<file path="src/design/tdq_pkg.sv">
`default_nettype none
package tdq_pkg;

    localparam int DIR_COUNT = 4;
    localparam int ADDR_W    = 5;

    // Direction bit positions
    localparam int BIT_LEFT  = 0;
    localparam int BIT_RIGHT = 1;
    localparam int BIT_UP    = 2;
    localparam int BIT_DOWN  = 3;

    // Pending move codes
    localparam logic [2:0] MOVE_NONE = 3'd0;

    // Register indexes (byte address = 4 * index)
    localparam logic [2:0] REG_DEADZONE   = 3'd0;
    localparam logic [2:0] REG_SMALL_TILT = 3'd1;
    localparam logic [2:0] REG_LARGE_TILT = 3'd2;
    localparam logic [2:0] REG_INVERT_X   = 3'd3;
    localparam logic [2:0] REG_INVERT_Y   = 3'd4;
    localparam logic [2:0] REG_COOLDOWN   = 3'd5;
    localparam logic [2:0] REG_GEST_RESET = 3'd6;

    // Register reset values
    localparam logic [14:0] DEADZONE_RST   = 15'd1311;
    localparam logic [14:0] SMALL_TILT_RST = 15'd3277;
    localparam logic [14:0] LARGE_TILT_RST = 15'd7373;
    localparam logic [23:0] COOLDOWN_RST   = 24'd200000;
    localparam logic [23:0] GEST_RESET_RST = 24'd100000;

    typedef struct packed {
        logic               mode;
        logic signed [15:0] accel_x;
        logic signed [15:0] accel_y;
        logic        [31:0] timestamp_us;
    } sample_t;

    typedef struct packed {
        logic [3:0] held_mask;
        logic [3:0] pressed_mask;
        logic [3:0] released_mask;
        logic [2:0] pending_move;
        logic       in_deadzone_flag;
    } result_t;

    typedef struct packed {
        logic [14:0] deadzone_level;
        logic [14:0] small_tilt_level;
        logic [14:0] large_tilt_level;
        logic        invert_x_axis;
        logic        invert_y_axis;
        logic [23:0] cooldown_us;
        logic [23:0] gesture_reset_us;
    } cfg_t;

    // One classified item as it travels from front to back
    typedef struct packed {
        logic                 consume;
        logic                 in_dz;
        logic [DIR_COUNT-1:0] toward;
        logic [DIR_COUNT-1:0] hold_tilt;
        logic [DIR_COUNT-1:0] move_tilt;
        logic [31:0]          now;
    } cls_t;

    function automatic logic [2:0] move_code(input logic [1:0] dir);
        return {1'b0, dir} + 3'd1;
    endfunction

endpackage
`default_nettype wire

</file>
<file path="src/design/tdq_cfg.sv">
`default_nettype none
module tdq_cfg
    import tdq_pkg::*;
(
    input  wire logic              clk,
    input  wire logic              rst_n,
    input  wire logic              psel,
    input  wire logic              penable,
    input  wire logic              pwrite,
    input  wire logic [ADDR_W-1:0] paddr,
    input  wire logic [31:0]       pwdata,
    output logic      [31:0]       prdata,
    output logic                   pready,
    output cfg_t                   cfg
);

    cfg_t       cfg_reg;
    logic       wr_en;
    logic [2:0] idx;

    assign pready = 1'b1;
    assign wr_en  = psel && penable && pwrite;
    assign idx    = paddr[ADDR_W-1:2];
    assign cfg    = cfg_reg;

    always_ff @(posedge clk or negedge rst_n)
    begin
        if (!rst_n)
        begin
            cfg_reg.deadzone_level   <= DEADZONE_RST;
            cfg_reg.small_tilt_level <= SMALL_TILT_RST;
            cfg_reg.large_tilt_level <= LARGE_TILT_RST;
            cfg_reg.invert_x_axis    <= 1'b1;
            cfg_reg.invert_y_axis    <= 1'b0;
            cfg_reg.cooldown_us      <= COOLDOWN_RST;
            cfg_reg.gesture_reset_us <= GEST_RESET_RST;
        end
        else if (wr_en)
        begin
            case (idx)
                REG_DEADZONE:   cfg_reg.deadzone_level   <= pwdata[14:0];
                REG_SMALL_TILT: cfg_reg.small_tilt_level <= pwdata[14:0];
                REG_LARGE_TILT: cfg_reg.large_tilt_level <= pwdata[14:0];
                REG_INVERT_X:   cfg_reg.invert_x_axis    <= pwdata[0];
                REG_INVERT_Y:   cfg_reg.invert_y_axis    <= pwdata[0];
                REG_COOLDOWN:   cfg_reg.cooldown_us      <= pwdata[23:0];
                REG_GEST_RESET: cfg_reg.gesture_reset_us <= pwdata[23:0];
                default:        ;
            endcase
        end
    end

    always_comb
    begin
        case (idx)
            REG_DEADZONE:   prdata = {17'd0, cfg_reg.deadzone_level};
            REG_SMALL_TILT: prdata = {17'd0, cfg_reg.small_tilt_level};
            REG_LARGE_TILT: prdata = {17'd0, cfg_reg.large_tilt_level};
            REG_INVERT_X:   prdata = {31'd0, cfg_reg.invert_x_axis};
            REG_INVERT_Y:   prdata = {31'd0, cfg_reg.invert_y_axis};
            REG_COOLDOWN:   prdata = {8'd0, cfg_reg.cooldown_us};
            REG_GEST_RESET: prdata = {8'd0, cfg_reg.gesture_reset_us};
            default:        prdata = 32'd0;
        endcase
    end

endmodule
`default_nettype wire

</file>
<file path="src/design/tdq_front.sv">
`default_nettype none
module tdq_front
    import tdq_pkg::*;
(
    input  wire sample_t sample,
    input  wire cfg_t    cfg,
    output cls_t         cls
);

    logic signed [16:0] x;
    logic signed [16:0] y;
    logic        [16:0] ax;
    logic        [16:0] ay;
    logic        [16:0] dz;
    logic        [16:0] lg;
    logic        [16:0] sm;
    logic               x_out;
    logic               y_out;
    logic               ax_large;
    logic               ay_large;
    logic               ax_small;
    logic               ay_small;

    always_comb
    begin
        // Negate at 17 bits so the most negative sample stays exact
        x  = cfg.invert_x_axis ? -17'(sample.accel_x) : 17'(sample.accel_x);
        y  = cfg.invert_y_axis ? -17'(sample.accel_y) : 17'(sample.accel_y);
        ax = x[16] ? 17'(-x) : 17'(x);
        ay = y[16] ? 17'(-y) : 17'(y);
        dz = {2'b00, cfg.deadzone_level};
        lg = {2'b00, cfg.large_tilt_level};
        sm = {2'b00, cfg.small_tilt_level};

        x_out    = ax > dz;
        y_out    = ay > dz;
        ax_large = ax >= lg;
        ay_large = ay >= lg;
        ax_small = !ax_large && (ax >= sm);
        ay_small = !ay_large && (ay >= sm);

        cls.consume           = sample.mode;
        cls.in_dz             = (ax < dz) && (ay < dz);
        cls.toward[BIT_LEFT]  = x_out && x[16];
        cls.toward[BIT_RIGHT] = x_out && !x[16];
        cls.toward[BIT_UP]    = y_out && !y[16];
        cls.toward[BIT_DOWN]  = y_out && y[16];
        cls.hold_tilt         = {ay_large, ay_large, ax_large, ax_large};
        cls.move_tilt         = {ay_small, ay_small, ax_small, ax_small};
        cls.now               = sample.timestamp_us;
    end

endmodule
`default_nettype wire

</file>
<file path="src/design/tdq_queue.sv">
`default_nettype none
module tdq_queue
    import tdq_pkg::*;
(
    input  wire logic clk,
    input  wire logic rst_n,
    input  wire logic push,
    input  wire cls_t push_data,
    input  wire logic pop,
    output logic      not_empty,
    output logic      full,
    output cls_t      head
);

    cls_t       entry_reg [2];
    logic       wr_ptr_reg;
    logic       rd_ptr_reg;
    logic [1:0] count_reg;
    logic [1:0] count_next;

    assign not_empty = count_reg != 2'd0;
    assign full      = count_reg == 2'd2;
    assign head      = entry_reg[rd_ptr_reg];

    always_comb
    begin
        count_next = count_reg + {1'b0, push} - {1'b0, pop};
    end

    always_ff @(posedge clk or negedge rst_n)
    begin
        if (!rst_n)
        begin
            wr_ptr_reg <= 1'b0;
            rd_ptr_reg <= 1'b0;
            count_reg  <= 2'd0;
        end
        else
        begin
            if (push)
                wr_ptr_reg <= !wr_ptr_reg;
            if (pop)
                rd_ptr_reg <= !rd_ptr_reg;
            count_reg <= count_next;
        end
    end

    always_ff @(posedge clk)
    begin
        if (push)
            entry_reg[wr_ptr_reg] <= push_data;
    end

endmodule
`default_nettype wire

</file>
<file path="src/design/tdq_back.sv">
`default_nettype none
module tdq_back
    import tdq_pkg::*;
(
    input  wire logic clk,
    input  wire logic rst_n,
    input  wire cfg_t cfg,
    input  wire logic item_valid,
    input  wire cls_t item,
    output logic      item_pop,
    output logic      result_valid,
    input  wire logic result_stall,
    output result_t   result
);

    logic [DIR_COUNT-1:0] held_reg,      held_next;
    logic [DIR_COUNT-1:0] gesture_reg,   gesture_next;
    logic [31:0]          stamp_reg [DIR_COUNT];
    logic [31:0]          stamp_next [DIR_COUNT];
    logic [31:0]          dz_entry_reg,  dz_entry_next;
    logic                 dz_active_reg, dz_active_next;
    logic [2:0]           queued_reg,    queued_next;
    logic                 valid_reg;
    result_t              result_reg,    result_next;

    logic [DIR_COUNT-1:0] pressed;
    logic [DIR_COUNT-1:0] released;
    logic [DIR_COUNT-1:0] cool_ok;
    logic [31:0]          dz_span;

    assign item_pop     = item_valid && (!valid_reg || !result_stall);
    assign result_valid = valid_reg;
    assign result       = result_reg;

    always_comb
    begin
        for (int d = 0; d < DIR_COUNT; d++)
            cool_ok[d] = (item.now - stamp_reg[d]) >= {8'd0, cfg.cooldown_us};
        dz_span = dz_active_reg ? (item.now - dz_entry_reg) : 32'd0;
    end

    always_comb
    begin
        held_next      = held_reg;
        gesture_next   = gesture_reg;
        stamp_next     = stamp_reg;
        dz_entry_next  = dz_entry_reg;
        dz_active_next = dz_active_reg;
        queued_next    = queued_reg;
        pressed        = '0;
        released       = '0;

        if (item.consume)
        begin
            queued_next = MOVE_NONE;
        end
        else if (item.in_dz)
        begin
            if (!dz_active_reg)
            begin
                dz_active_next = 1'b1;
                dz_entry_next  = item.now;
            end
            if (dz_span >= {8'd0, cfg.gesture_reset_us})
                gesture_next = '0;
            released  = held_reg;
            held_next = '0;
        end
        else
        begin
            dz_active_next = 1'b0;
            // Left, right, up, down in turn; the first move queued wins
            for (int d = 0; d < DIR_COUNT; d++)
            begin
                if (item.toward[d])
                begin
                    if (item.hold_tilt[d])
                    begin
                        if (!held_reg[d])
                        begin
                            held_next[d] = 1'b1;
                            pressed[d]   = 1'b1;
                        end
                    end
                    else if (item.move_tilt[d] && !gesture_reg[d] &&
                             queued_next == MOVE_NONE && cool_ok[d])
                    begin
                        gesture_next[d] = 1'b1;
                        queued_next     = move_code(2'(d));
                        stamp_next[d]   = item.now;
                    end
                end
                else if (held_reg[d])
                begin
                    held_next[d] = 1'b0;
                    released[d]  = 1'b1;
                end
            end
        end

        result_next.held_mask        = held_next;
        result_next.pressed_mask     = pressed;
        result_next.released_mask    = released;
        result_next.pending_move     = queued_next;
        result_next.in_deadzone_flag = dz_active_next;
    end

    always_ff @(posedge clk or negedge rst_n)
    begin
        if (!rst_n)
        begin
            held_reg      <= '0;
            gesture_reg   <= '0;
            for (int d = 0; d < DIR_COUNT; d++)
                stamp_reg[d] <= 32'd0;
            dz_entry_reg  <= 32'd0;
            dz_active_reg <= 1'b0;
            queued_reg    <= MOVE_NONE;
            valid_reg     <= 1'b0;
        end
        else
        begin
            if (item_pop)
            begin
                held_reg      <= held_next;
                gesture_reg   <= gesture_next;
                stamp_reg     <= stamp_next;
                dz_entry_reg  <= dz_entry_next;
                dz_active_reg <= dz_active_next;
                queued_reg    <= queued_next;
                valid_reg     <= 1'b1;
            end
            else if (!result_stall)
            begin
                valid_reg <= 1'b0;
            end
        end
    end

    always_ff @(posedge clk)
    begin
        if (item_pop)
            result_reg <= result_next;
    end

endmodule
`default_nettype wire

</file>
<file path="src/design/tilt_to_direction_qualifier_unit.sv">
// Tilt-to-direction qualifier. Each transfer on the sample channel is either
// an accelerometer sample (mode 0: Q2.14 x/y plus a microsecond timestamp) or
// a request to consume the queued single move (mode 1); every transfer yields
// exactly one transfer on the result channel with held, pressed and released
// direction masks (bit0 left, bit1 right, bit2 up, bit3 down), the pending
// move code and the deadzone flag. Throughput is one item per clock while the
// result is not stalled: the front classifies a sample combinationally and
// writes it into a two-entry queue, and the back applies one queued item per
// cycle to the direction state and loads the result register and result_valid.
// The back's state update is what sets the rate; when the result is stalled
// the queue absorbs two more items before sample_stall rises.
// Program the registers over the APB port (byte address 4 * index) only while
// no item is in flight.
`default_nettype none
module tilt_to_direction_qualifier_unit
    import tdq_pkg::*;
(
    input  wire logic              clk,
    input  wire logic              rst_n,

    // Sample channel
    input  wire logic              sample_valid,
    output logic                   sample_stall,
    input  wire sample_t           sample,

    // Result channel
    output logic                   result_valid,
    input  wire logic              result_stall,
    output result_t                result,

    // Register port
    input  wire logic              psel,
    input  wire logic              penable,
    input  wire logic              pwrite,
    input  wire logic [ADDR_W-1:0] paddr,
    input  wire logic [31:0]       pwdata,
    output logic      [31:0]       prdata,
    output logic                   pready
);

    cfg_t cfg;
    cls_t cls;
    cls_t q_head;
    logic q_push;
    logic q_pop;
    logic q_not_empty;
    logic q_full;

    // Hold off new samples only while both queue entries are taken
    assign sample_stall = q_full;
    assign q_push       = sample_valid && !q_full;

    tdq_cfg u_cfg (
        .clk     (clk),
        .rst_n   (rst_n),
        .psel    (psel),
        .penable (penable),
        .pwrite  (pwrite),
        .paddr   (paddr),
        .pwdata  (pwdata),
        .prdata  (prdata),
        .pready  (pready),
        .cfg     (cfg)
    );

    // Front: inversion, magnitude and threshold compares
    tdq_front u_front (
        .sample (sample),
        .cfg    (cfg),
        .cls    (cls)
    );

    // Decouple acceptance from the stateful back end
    tdq_queue u_queue (
        .clk       (clk),
        .rst_n     (rst_n),
        .push      (q_push),
        .push_data (cls),
        .pop       (q_pop),
        .not_empty (q_not_empty),
        .full      (q_full),
        .head      (q_head)
    );

    // Back: held/gesture/cooldown state and the result register
    tdq_back u_back (
        .clk          (clk),
        .rst_n        (rst_n),
        .cfg          (cfg),
        .item_valid   (q_not_empty),
        .item         (q_head),
        .item_pop     (q_pop),
        .result_valid (result_valid),
        .result_stall (result_stall),
        .result       (result)
    );

endmodule
`default_nettype wire

</file>
<file path="config.mk">
export PLATFORM = sky130hd
export DESIGN_NAME = tilt_to_direction_qualifier_unit
export DESIGN_NICKNAME = d
export VERILOG_FILES = /design/src/design/tdq_pkg.sv /design/src/design/tdq_cfg.sv /design/src/design/tdq_front.sv /design/src/design/tdq_queue.sv /design/src/design/tdq_back.sv /design/src/design/tilt_to_direction_qualifier_unit.sv
export SDC_FILE = /design/constraint.sdc
export NUM_CORES = 1
export LEC_CHECK = 0
export BUFFER_PORTS_ARGS = -buffer_cell sky130_fd_sc_hd__buf_2
export CAP_MARGIN = 20
export CORE_ASPECT_RATIO = 1.1
export CORE_MARGIN = 5
export CORE_UTILIZATION = 51
export CTS_CLUSTER_SIZE = 14
export DETAILED_ROUTE_END_ITERATION = 12
export GPL_TIMING_DRIVEN = 0
export PLACE_DENSITY = 0.67
export SYNTH_ARGS = -nofsm -noshare
export SYNTH_HDL_FRONTEND = slang
export SYNTH_HIERARCHICAL = 1
export SYNTH_SLANG_ARGS = --single-unit
</file>
<file path="constraint.sdc">
create_clock -name clk -period 12.3 [get_ports clk]
set_input_delay 2.46 -clock clk [delete_from_list [all_inputs] [get_ports clk]]
set_output_delay 2.46 -clock clk [all_outputs]
set_load 0.01 [all_outputs]
</file>
==> Word level (Yosys, flattened, before mapping) <==
Memories as Yosys holds them, arrays and structs flattened.
Index checks and enable logic that the tools add are counted.
{ "totals": {"ramBits": 92, "mem_count": 1, "out_inout_bits": 51, "word_cells": 220, "regBits": 288} }
{ "mem_list": {"columns": ["name", "words", "width", "read_ports", "rd_ports_with_merged_regs", "write_ports", "line_no", "rtl"], "rows": [
  ["u_queue.entry_reg", 2, 46, 1, 0, 1, "tdq_queue.sv:15", "cls_t entry_reg [2];"]
]} }
{ "classes": {"n_mux": 69, "reduce_logical": 71, "n_addsub": 11, "order_cmp": 13, "eq_ne": 13, "bitwise": 11} }
{ "op_table": {"columns": ["op", "n"], "rows": [
  ["24-bit case mux with 7 select lines", 1],
  ["32-bit by 24-bit >= comparator with 1-bit output", 5],
  ["32-bit subtractor", 5],
  ["17-bit by 15-bit >= comparator with 1-bit output", 4],
  ["17-bit 2-to-1 mux", 4],
  ["3-bit 2-to-1 mux", 20],
  ["6-bit AND reduction", 8],
  ["1-bit 2-to-1 mux", 38],
  ["17-bit by 15-bit greater-than comparator with 1-bit output", 2],
  ["17-bit by 15-bit less-than comparator with 1-bit output", 2],
  ["16-bit negation with 17-bit output", 2],
  ["17-bit negation", 2],
  ["32-bit 2-to-1 mux", 1],
  ["1-bit logical AND", 23],
  ["4-bit 2-to-1 mux", 5],
  ["2-bit nonzero test", 9],
  ["4-bit OR reduction", 4],
  ["3-bit zero test", 5],
  ["2-bit AND reduction", 7],
  ["1-bit zero test", 13],
  ["2-bit by 1-bit != test with 1-bit output, second input constant", 6],
  ["1-bit inverter", 11],
  ["3-bit equality test, second input constant", 3],
  ["3-bit by 2-bit equality test with 1-bit output, second input constant", 2],
  ["other kinds (6)", 6]
]} }

==> Depth between registers and ports, before layout <==
Gate-level depths: netlist of run 1.
{ "depth": {"ltp_word": 33, "depth_mapped": 29} }

==> Modules after synthesis <==
Netlist of run 1, hierarchy kept.
{ "by_module_without_submodules": {"columns": ["mod", "cells_per_inst", "seq_area_each_um2", "n_inst", "area_each_um2"], "rows": [
  ["tdq_back", 2239, 4809.6, 1, 18958.2],
  ["tdq_cfg", 322, 2421.1, 1, 4506.8],
  ["tdq_front", 561, 0.0, 1, 4207.8],
  ["tdq_queue", 158, 2862.7, 1, 3642.2],
  ["tilt_to_direction_qualifier_unit", 1, 0.0, 1, 13.8]
]} }

==> Worst setup path after synthesis of run 1 <==
Ideal clock, no wire load.
{ "synth_timing": {"path_type": "input port to flip-flop", "startpoint": "input sample[36] (netlist name)", "endpoint": "memory u_queue/entry_reg[0][34] (netlist name) (data pin)", "setup_ns": 0.252, "setup_slack_ns": 5.872, "t_arrival_ns": 6.175, "n_path_buf": 5, "required_time_ns": 12.048, "path_stages": 19, "path_cell_list": "buf_6 -> or4_4 -> buf_6 -> or4_4 -> buf_6 -> o21ai_1 -> mux2_2 -> buf_4 -> nor2_1 -> xnor2_1 -> ha_1 -> a21o_1 -> a21oi_1 -> o21ai_0 -> a21o_1 -> a2111oi_0 -> o21ai_0 -> and4_1 -> buf_4"} }
{ "synth_via": {"elab_chain_len": 7, "word_cells_on_any_way": 8} }
{ "synth_lines": {"columns": ["element", "line_no", "rtl"], "rows": [
  ["from (decl)", "tilt_to_direction_qualifier_unit.sv:24", "input wire sample_t sample,"],
  ["16-bit negation with 17-bit output", "tdq_front.sv:28", "y = cfg.invert_y_axis ? -17'(sample.accel_y) : 17'(sample.accel_y);"],
  ["17-bit 2-to-1 mux (*)", "tdq_front.sv:28", null],
  ["17-bit negation", "tdq_front.sv:30", "ay = y[16] ? 17'(-y) : 17'(y);"],
  ["17-bit 2-to-1 mux (*)", "tdq_front.sv:30", null],
  ["17-bit by 15-bit >= comparator with 1-bit output", "tdq_front.sv:38", "ay_large = ay >= lg;"],
  ["1-bit zero test", "tdq_front.sv:40", "ay_small = !ay_large && (ay >= sm);"],
  ["1-bit logical AND (*)", "tdq_front.sv:40", null],
  ["named net u_front.ay_small", "tdq_front.sv:22", "logic ay_small;"],
  ["to (decl)", "tdq_queue.sv:15", null]
]} }
Mark *: on every way through the listed nets, which the timed path passes. The rest lies on a longest branch.

==> results of run 1 <==
-- metrics by stage --
| step | power [mW] | area [sq um] | hold WS [ns] |
|---|---|---|---|
| after global placement | 9.015 | 32890 | 0.4677 |
| after global routing | 11.64 | 34630 | 0.5116 |
| final | 10.65 | 34640 | 0.4958 |
| after floorplan | 7.403 | 31360 | 0.4538 |
| after detailed placement | 9.118 | 33030 | 0.4878 |
| after CTS | 10.65 | 34630 | 0.5013 |
-- power by group --
part	switching [mW]	internal [mW]	leakage, nW
registers	0.185	1.74	4.39
clock network	0.580	0.873	0.771
logic	4.23	3.04	10.1
total	5.00	5.65	15.3
-- routing by layer --
metal / global-route usage (%) / part of all wire, %
met4: 9.721 / 4.5
met3: 3.682 / 4.4
met2: 45.24 / 50
met5: 0 / 0.046
met1: 29.72 / 41
-- cell families after synthesis --
logic type	after synthesis
AOI/OAI and AO/OA	853
xor gates and xnor gates	177
adders and majority gates	374
buffers and inverters	457
DFF	380
muxes	276
other	2
and+or+nand+nor	762
-- final cells by class --
| class | instances | area [sq um] |
|---|---|---|
| Inverter | 300 | 1126 |
| Fill cell | 5451 | 26340 |
| Clock inverter | 33 | 503.0 |
| Tap cell | 824 | 1031 |
| Multi-Input combinational cell | 2451 | 19190 |
| Buffer | 157 | 957.2 |
| Clock buffer | 47 | 1101 |
| Sequential cell | 380 | 10090 |
| Timing Repair Buffer | 108 | 629.4 |
| Antenna cell | 2 | 5.005 |
-- worst reg2reg max path, delay by kind of cell (launching register included) --
kind            cells  cell delay (ns)
simple gates        8             2.92
compound gates     11             2.64
buf+inv             3             0.87
fa+ha+maj           2             0.70
mux                 1             0.41
flops               1             0.37
xor+xnor            1             0.17
-- final timing paths --
| check | cells after the start | start | slack, ns | to |
|---|---|---|---|---|
| worst min register to register | 1 | u_back/stamp_reg[35]$_DFFE_PN0P_ | 0.50 | u_back/stamp_reg[35]$_DFFE_PN0P_ |
| worst max-delay path | 26 | u_queue/rd_ptr_reg$_DFFE_PN0P_ | 4.10 | u_back/stamp_reg[91]$_DFFE_PN0P_ |
| worst max register to register | 26 | u_queue/rd_ptr_reg$_DFFE_PN0P_ | 4.10 | u_back/stamp_reg[91]$_DFFE_PN0P_ |
| min in group asynchronous | 1 | rst_n | 1.84 | u_back/stamp_reg[35]$_DFFE_PN0P_ |
| max in group asynchronous | 2 | rst_n | 9.44 | u_back/held_reg[3]$_DFFE_PN0P_ |
| worst min-delay path | 1 | u_back/stamp_reg[35]$_DFFE_PN0P_ | 0.50 | u_back/stamp_reg[35]$_DFFE_PN0P_ |
-- layout by cell type (no fill, tap or decap), drive strengths merged, types with 13 or more instances in the layout --
cell | netlist | routed
nand2 | 165 | 165
a221oi | 23 | 23
o2111ai | 13 | 13
nor3 | 52 | 52
a21o | 110 | 110
a22oi | 25 | 25
xor2 | 78 | 78
clkbuf | 62 | 109
o31ai | 17 | 17
and3 | 23 | 23
o21bai | 16 | 16
o21ai | 207 | 207
mux2 | 261 | 261
dfstp | 35 | 35
a21oi | 247 | 247
edfxtp | 108 | 108
inv | 300 | 303
nand2b | 36 | 36
o211ai | 23 | 23
nand4 | 67 | 67
a2111oi | 13 | 13
a31oi | 27 | 27
or2 | 14 | 14
nor2 | 174 | 174
a211oi | 36 | 36
nand3 | 82 | 82
o21a | 28 | 28
clkinv | 0 | 14
ha | 369 | 369
and2 | 18 | 18
buf | 95 | 203
dfrtp | 237 | 237
xnor2 | 98 | 98
mux2i | 15 | 15
nor4 | 18 | 18
nor2b | 50 | 50
==> flow_metrics.env, run 1 <==
export IMPL_final_antenna_net_count=0
export IMPL_maxCapViolations=0
export IMPL_grt_pass1_vias=25180
export IMPL_grt_max_degree=122
export IMPL_drc_errors=0
export IMPL_tightestPinTransition_ns=0.9494
export IMPL_wl_mm=85.40
export IMPL_setup_violations=0
export IMPL_syn_avg_cell_area_sq_um=9.549
export IMPL_worst_setup_path_end_kind="register"
export IMPL_ys_top_cells_by_area="dfrtp_1 19%, ha_1 15%, edfxtp_1 10%"
export IMPL_slew_violations=0
export IMPL_ys_warn_count=6
export IMPL_syn_inst=3281
export IMPL_grt_overflow_total=0
export IMPL_finalHoldViolCount=0
export IMPL_final_util_pct=56.81
export IMPL_finalWorstSetupSlack_ns=4.102
export IMPL_slew_headroom_pct=36.18
export IMPL_powerDensity_nw_per_um2=307.5
export IMPL_place_detailed_hpwl_mm=68.37
export IMPL_finalCritPeriodShare_pct=66.65
export IMPL_ys_seq_elements=380
export IMPL_crit_family="simple AND/OR/NAND/NOR gates"
export IMPL_synth_top_area_share_pct=18.93
export IMPL_yosys_area_share_simple_pct=12.81
export IMPL_cts_resized=0
export IMPL_root_buffer="clkbuf_16"
export IMPL_nNetsFinal=3924
export IMPL_start_util_pct=51.38
export IMPL_synth_fa_ha_area_share_pct=15.06
export IMPL_synth_edff_count=108
export IMPL_stdcell_count=4302
export IMPL_cpPeakStageDelay_ns=0.71
export IMPL_wl_per_cell_microns=19.85
export IMPL_cts_hold_buffers=0
export IMPL_grt_pass1_wl_mm=133.8
export IMPL_clockBufferDepth=3
export IMPL_drt_iter0_drc=1495
export IMPL_yosysTopAreaCell="dfrtp_1"
export IMPL_arrival_ns=8.66
export IMPL_synth_xor_area_share_pct=5.068
export IMPL_dp_cells=4220
export IMPL_p_leak_nw=15.29
export IMPL_coreArea_sq_um=60980
export IMPL_io_buffers=101
export IMPL_critPathKind="register to register"
export IMPL_ys_types=104
export IMPL_die_w_microns=246.3
export IMPL_numCtsBuffers=43
export IMPL_rows=95
export IMPL_grt_usage_pct=24.97
export IMPL_cts_tree="done"
export IMPL_viasPerCell=5.858
export IMPL_vdd_drop_max_mv=0.1239
export IMPL_largest_reg_flops=128
export IMPL_design_portCount=160
export IMPL_fp_dieH_microns=269.9
export IMPL_max_freq_ghz=0.1220
export IMPL_dpl_worst_slack_ns=4.151
export IMPL_hold_class="register to register"
export IMPL_cp_num_buf_inv=3
export IMPL_synth_most_common_cell="ha_1"
export IMPL_first_pass_iters=7
export IMPL_rsz0062_at_grt="no"
export IMPL_path_common_cell="o21ai_0"
export IMPL_tns_ns=0
export IMPL_cp_start_kind="register"
export IMPL_insertion_delay_ns=0.60
export IMPL_synth_async_sr_flop_share_pct=71.58
export IMPL_status="finished, final reports clean"
export IMPL_place_gp_congestion=0.9329
export IMPL_syn2layout_area_growth_pct=10.57
export IMPL_vias=25200
export IMPL_fin_skew_ns=0.03518
export IMPL_die_area_sq_um=66490
export IMPL_syn_area_sq_um=31330
export IMPL_cts_sink_count=380
export IMPL_cp_max_fo=10
export IMPL_synth_mux_area_share_pct=10.68
export IMPL_post_route_min_period_ns=8.198
export IMPL_synth_seq_area_share_pct=32.22
export IMPL_clkTransAtPathRegs_ns=0.06
export IMPL_synth_top_family_by_area="compound AO/OA/AOI/OAI gates"
export IMPL_crit_slowest_cell="nor3b_2"
export IMPL_h_tree_depth=2
export IMPL_cp_required_ns=12.76
export IMPL_drive_gt1_share_pct=18.24
export IMPL_antenna_found_initial=4
export IMPL_postCtsSetupBuffers=0
export IMPL_ys_flop_type="dfrtp_1"
export IMPL_synth_compound_area_share_pct=17.50
export IMPL_synth_commonest_cells="369 x ha_1, 300 x inv_1, 245 x a21oi_1"
Power figures use the tool's default switching activity.
==> run 2, diff against run 1 <==
clock period = 8.4 ns   (was 12.3 ns; I/O delays follow)
==> flow_metrics.env, run 2 (synthesized netlist as in run 1, its figures left out) <==
export IMPL_maxCapViolations=0
export IMPL_hold_class="register to register"
export IMPL_coreArea_sq_um=60980
export IMPL_worst_setup_path_end_kind="register"
export IMPL_cp_start_kind="register"
export IMPL_drc_errors=0
export IMPL_finalWorstSetupSlack_ns=0.6364
export IMPL_io_buffers=101
export IMPL_clkTransAtPathRegs_ns=0.06
export IMPL_tns_ns=0
export IMPL_slew_violations=0
export IMPL_drt_iter0_drc=1593
export IMPL_crit_slowest_cell="or4b_4"
export IMPL_final_antenna_net_count=0
export IMPL_h_tree_depth=2
export IMPL_cp_required_ns=8.87
export IMPL_rsz0062_at_grt="no"
export IMPL_largest_reg_flops=128
export IMPL_critPathKind="register to register"
export IMPL_cts_sink_count=380
export IMPL_syn2layout_area_growth_pct=10.60
export IMPL_power_frac_comb_pct=68.3
export IMPL_numCtsBuffers=43
export IMPL_wl_mm=85.42
export IMPL_power_total_mw=15.60
export IMPL_final_area_sq_um=34650
export IMPL_post_route_min_period_ns=7.764
export IMPL_grt_usage_pct=24.97
export IMPL_root_buffer="clkbuf_16"
export IMPL_antenna_found_initial=4
export IMPL_powerDensity_nw_per_um2=450.2
export IMPL_p_seq_share_pct=18.1
export IMPL_cp_max_fo=10
export IMPL_max_freq_ghz=0.1288
export IMPL_vias=25180
export IMPL_cpPeakStageDelay_ns=0.60
export IMPL_design_portCount=160
export IMPL_power_internal_mw=8.278
export IMPL_place_gp_congestion=0.9329
export IMPL_fillCellCount=5454
export IMPL_die_w_microns=246.3
export IMPL_final_common_cell="ha_1"
export IMPL_mostFrequentLayoutCells="369 x ha_1, 300 x inv_1, 245 x a21oi_1, 237 x dfrtp_1, 191 x o21ai_0"
export IMPL_arrival_ns=8.23
export IMPL_p_leak_nw=15.29
export IMPL_status="finished, final reports clean"
export IMPL_setup_violations=0
export IMPL_fp_dieH_microns=269.9
export IMPL_drive_gt1_share_pct=18.27
export IMPL_fin_skew_ns=0.03455
export IMPL_clkPwrFrac_pct=13.7
export IMPL_placedInstanceArea_sq_um=33030
export IMPL_finalHoldViolCount=0
export IMPL_viasPerCell=5.855
export IMPL_place_detailed_hpwl_mm=68.37
export IMPL_die_area_sq_um=66490
export IMPL_clockBufferDepth=3
export IMPL_insertion_delay_ns=0.60
export IMPL_grt_max_degree=122
export IMPL_grt_pass1_wl_mm=133.8
export IMPL_vdd_drop_max_mv=0.1807
export IMPL_switching_share_pct=46.93
export IMPL_p_switching_mw=7.319
export IMPL_finalCritPeriodShare_pct=92.42
export IMPL_start_util_pct=51.38
export IMPL_hold_ws_ns=0.4958
export IMPL_nNetsFinal=3924
export IMPL_tightestPinTransition_ns=1.059
export IMPL_dpl_worst_slack_ns=0.2506
export IMPL_grt_overflow_total=0
export IMPL_cts_tree="done"
export IMPL_first_pass_iters=6
export IMPL_path_common_cell="o21ai_0"
export IMPL_grt_pass1_vias=25180
export IMPL_rows=95
export IMPL_wl_per_cell_microns=19.86
export IMPL_slew_headroom_pct=28.82
-- run 2: cell types whose count changed in the layout (fill, tap and decap cells not counted) --
cell,previous run,this run
nor3b_2,2,1
nor3b_4,1,2
diode_2,2,1
nor3_1,47,46
nor3_2,5,6
-- run 2: metal layers --
| layer | track usage [%] | share of wire, % | up-vias |
|---|---|---|---|
| li1 | - | - | 12250 |
| met1 | 29.72 | 41 | 12160 |
| met2 | 45.24 | 50 | 587 |
| met3 | 3.682 | 4.3 | 181 |
| met4 | 9.721 | 4.5 | 6 |
| met5 | 0 | 0.046 | - |
-- run 2: timing repair --
action / in CTS / in global routing
hold endpoints to repair: 0 / 0
hold buffers: 0 / 0
setup endpoints to repair: 0 / 57
setup buffers: 0 / 0
gates resized for setup: 0 / 2
-- run 2: metrics by stage --
| stage | std cells | util [%] |
|---|---|---|
| floorplan | 3288 | - |
| global placement | 4213 | 53.94 |
| detailed placement | 4220 | 54.17 |
| CTS | 4300 | 56.80 |
| global route | 4300 | 56.82 |
| finish | 4301 | 56.82 |
-- run 2: area by class of cell --
| type | count | area, sq um | share of cell area, % |
|---|---|---|---|
| Clock inverter | 33 | 503.0 | 1.452 |
| Multi-Input combinational cell | 2451 | 19200 | 55.43 |
| Sequential cell | 380 | 10090 | 29.13 |
| Tap cell | 824 | 1031 | 2.976 |
| Timing Repair Buffer | 108 | 629.4 | 1.816 |
| Antenna cell | 1 | 2.502 | 0.007222 |
| Inverter | 300 | 1126 | 3.250 |
| Buffer | 157 | 957.2 | 2.763 |
| Clock buffer | 47 | 1101 | 3.178 |
-- run 2: power by group through the flow --
stage	Combinational, mW	Sequential [mW]	Clock (mW)
3_5_place_dp	10.5	2.85	0
3_3_place_gp	10.4	2.84	0
5_1_grt	11.9	2.89	2.25
2_1_floorplan	8.06	2.78	0
4_1_cts	10.6	2.82	2.18
6_report	10.6	2.82	2.13
-- run 2: path summary, 6_finish.rpt --
check / from / slack (ns) / cells past startpoint / end
max: u_queue/rd_ptr_reg$_DFFE_PN0P_ / 0.64 / 26 / u_back/stamp_reg[92]$_DFFE_PN0P_
min: u_back/stamp_reg[35]$_DFFE_PN0P_ / 0.50 / 1 / u_back/stamp_reg[35]$_DFFE_PN0P_
max reg2reg: u_queue/rd_ptr_reg$_DFFE_PN0P_ / 0.64 / 26 / u_back/stamp_reg[92]$_DFFE_PN0P_
min reg2reg: u_back/stamp_reg[35]$_DFFE_PN0P_ / 0.50 / 1 / u_back/stamp_reg[35]$_DFFE_PN0P_
max in group asynchronous: rst_n / 6.31 / 2 / u_back/held_reg[3]$_DFFE_PN0P_
min in group asynchronous: rst_n / 1.06 / 1 / u_back/stamp_reg[35]$_DFFE_PN0P_
-- run 2: worst max-delay path, delay by kind of cell (launching register included) --
kind | cells | cell delay, ns
multiplexers | 1 | 0.41
AO/OA/AOI/OAI | 11 | 2.59
flip-flops | 1 | 0.36
buffers and inverters | 3 | 0.87
XOR/XNOR | 1 | 0.17
AND/OR/NAND/NOR | 8 | 2.53
adder cells (fa/ha/maj) | 2 | 0.69
==> run 3, diff against run 2 <==
ABC_AREA = 1   (was default)
==> flow_metrics.env, run 3 <==
export IMPL_first_pass_iters=5
export IMPL_cts_sink_count=380
export IMPL_setup_violations=0
export IMPL_wl_met2_mm=53.23
export IMPL_tightestPinTransition_ns=1.174
export IMPL_final_util_pct=56.38
export IMPL_die_w_microns=250.8
export IMPL_wl_mm=107.9
export IMPL_post_route_min_period_ns=7.358
export IMPL_cp_required_ns=8.83
export IMPL_synth_seq_area_share_pct=31.02
export IMPL_drt_iter0_drc=2000
export IMPL_tns_ns=0
export IMPL_fp_dieH_microns=274.9
export IMPL_largest_reg_flops=128
export IMPL_viasPerCell=5.432
export IMPL_start_util_pct=51.27
export IMPL_stdcell_count=5588
export IMPL_rows=97
export IMPL_yosysTopAreaCell="dfrtp_1"
export IMPL_cp_start_kind="register"
export IMPL_final_area_sq_um=35790
export IMPL_ys_seq_elements=380
export IMPL_max_freq_ghz=0.1359
export IMPL_syn_avg_cell_area_sq_um=7.195
export IMPL_crit_slowest_cell="o21ai_1"
export IMPL_synth_edff_count=108
export IMPL_slew_headroom_pct=20.88
export IMPL_cts_tree="done"
export IMPL_critPathKind="register to register"
export IMPL_arrival_ns=7.79
export IMPL_grt_pass1_wl_mm=166.1
export IMPL_cp_num_buf_inv=4
export IMPL_grt_usage_pct=30.72
export IMPL_postCtsSetupBuffers=0
export IMPL_die_area_sq_um=68960
export IMPL_highest_layer="met5"
export IMPL_wl_per_cell_microns=19.30
export IMPL_syn2layout_area_growth_pct=9.981
export IMPL_dp_cells=5496
export IMPL_vias=30350
export IMPL_crit_family="simple AND/OR/NAND/NOR gates"
export IMPL_ys_top_cells_by_area="dfrtp_1 18%, ha_1 14%, nand2_1 13%"
export IMPL_finalHoldViolCount=0
export IMPL_grt_pass1_vias=30260
export IMPL_drive_gt1_share_pct=10.43
export IMPL_final_antenna_net_count=0
export IMPL_rsz0062_at_grt="no"
export IMPL_status="finished, final reports clean"
export IMPL_cts_hold_buffers=0
export IMPL_final_common_cell="nand2_1"
export IMPL_finalCritPeriodShare_pct=87.59
export IMPL_hold_class="register to register"
export IMPL_ys_types=61
export IMPL_syn_inst=4523
export IMPL_numCtsBuffers=42
export IMPL_io_buffers=105
export IMPL_ys_flop_type="dfrtp_1"
export IMPL_path_common_cell="nand2_1"
export IMPL_slew_violations=0
export IMPL_grt_overflow_total=0
export IMPL_clkTransAtPathRegs_ns=0.06
export IMPL_place_gp_congestion=0.9910
export IMPL_met3_length_mm=5.703
export IMPL_ys_warn_count=6
export IMPL_syn_area_sq_um=32540
export IMPL_placedInstanceArea_sq_um=34380
export IMPL_synth_most_common_cell="nand2_1"
export IMPL_timing_rr_start="u_queue/rd_ptr_reg$_DFFE_PN0P_"
export IMPL_root_buffer="clkbuf_16"
export IMPL_holdCritStartpoint="u_back/stamp_reg[116]$_DFFE_PN0P_"
export IMPL_drc_errors=0
export IMPL_h_tree_depth=2
export IMPL_mostFrequentLayoutCells="1160 x nand2_1, 703 x inv_1, 369 x ha_1, 319 x o21ai_0, 306 x a21oi_1"
export IMPL_cpPeakStageDelay_ns=0.65
export IMPL_synth_async_sr_flop_share_pct=71.58
export IMPL_design_portCount=160
export IMPL_nNetsFinal=5185
export IMPL_synth_commonest_cells="1160 x nand2_1, 704 x inv_1, 369 x ha_1"
export IMPL_coreArea_sq_um=63470
export IMPL_place_detailed_hpwl_mm=89.34
export IMPL_cts_resized=0
export IMPL_met1_length_mm=42.90
export IMPL_insertion_delay_ns=0.57
export IMPL_maxCapViolations=0
export IMPL_grt_max_degree=107
export IMPL_fin_skew_ns=0.01757
export IMPL_antenna_found_initial=14
export IMPL_synth_top_area_share_pct=18.23
export IMPL_cp_max_fo=10
export IMPL_crit_start="u_queue/rd_ptr_reg$_DFFE_PN0P_"
export IMPL_worst_setup_path_end_kind="register"
export IMPL_clockBufferDepth=3
-- run 3: cell families after synthesis --
group           after synthesis  synth area share [%]
compound gates              874                 14.81
xor+xnor                    136                 3.660
fa+ha+maj                   374                 14.50
buf+inv                     864                 11.25
flops                       380                 31.02
other cells                   2               0.02308
simple gates               1893                 24.74
-- run 3: per-layer routing --
layer / vias up / track usage [%]
li1: 15160 / -
met1: 14170 / 35.64
met2: 778 / 55.87
met3: 237 / 4.529
met4: 8 / 14.46
met5: - / 0
-- run 3: path summary, 6_finish.rpt --
path,endpoint,slack (ns),cells after the start
worst max-delay path,u_back/stamp_reg[52]$_DFFE_PN0P_,1.04,26
worst min-delay path,u_back/stamp_reg[116]$_DFFE_PN0P_,0.48,2
worst max register to register,u_back/stamp_reg[52]$_DFFE_PN0P_,1.04,26
worst min register to register,u_back/stamp_reg[116]$_DFFE_PN0P_,0.48,2
max in group asynchronous,u_cfg/cfg[70]$_DFFE_PN0P_,5.93,3
min in group asynchronous,u_back/stamp_reg[62]$_DFFE_PN0P_,1.03,1
-- run 3: final cells by class --
cell class	instances	area [sq um]
Fill cell	6329	27690
Multi-Input combinational cell	3286	18820
Sequential cell	380	10090
Inverter	719	2701
Clock buffer	53	1142
Tap cell	841	1052
Buffer	145	960.9
Timing Repair Buffer	128	764.5
Clock inverter	25	224.0
Antenna cell	11	27.53
-- run 3: worst reg2reg max path: cells and delay by family (launching register included) --
| kind | cells | cell delay, ns |
|---|---|---|
| DFF | 1 | 0.56 |
| and+or+nand+nor | 14 | 2.99 |
| buffers and inverters | 4 | 1.46 |
| AOI/OAI and AO/OA | 5 | 1.28 |
| adders and majority gates | 2 | 0.73 |
| xor gates and xnor gates | 1 | 0.20 |
-- run 3: metrics by stage --
step           setup WS, ns  hold slack, ns
6_report              1.042          0.4828
5_1_grt              0.7555          0.5012
4_1_cts               1.053          0.4873
3_5_place_dp          1.090          0.4728
3_3_place_gp         0.4798          0.4648
2_1_floorplan         3.400          0.4419
Power of run 3 is not shown: default switching activity piles up to over one toggle a cycle in this logic, so the estimate is an artifact.
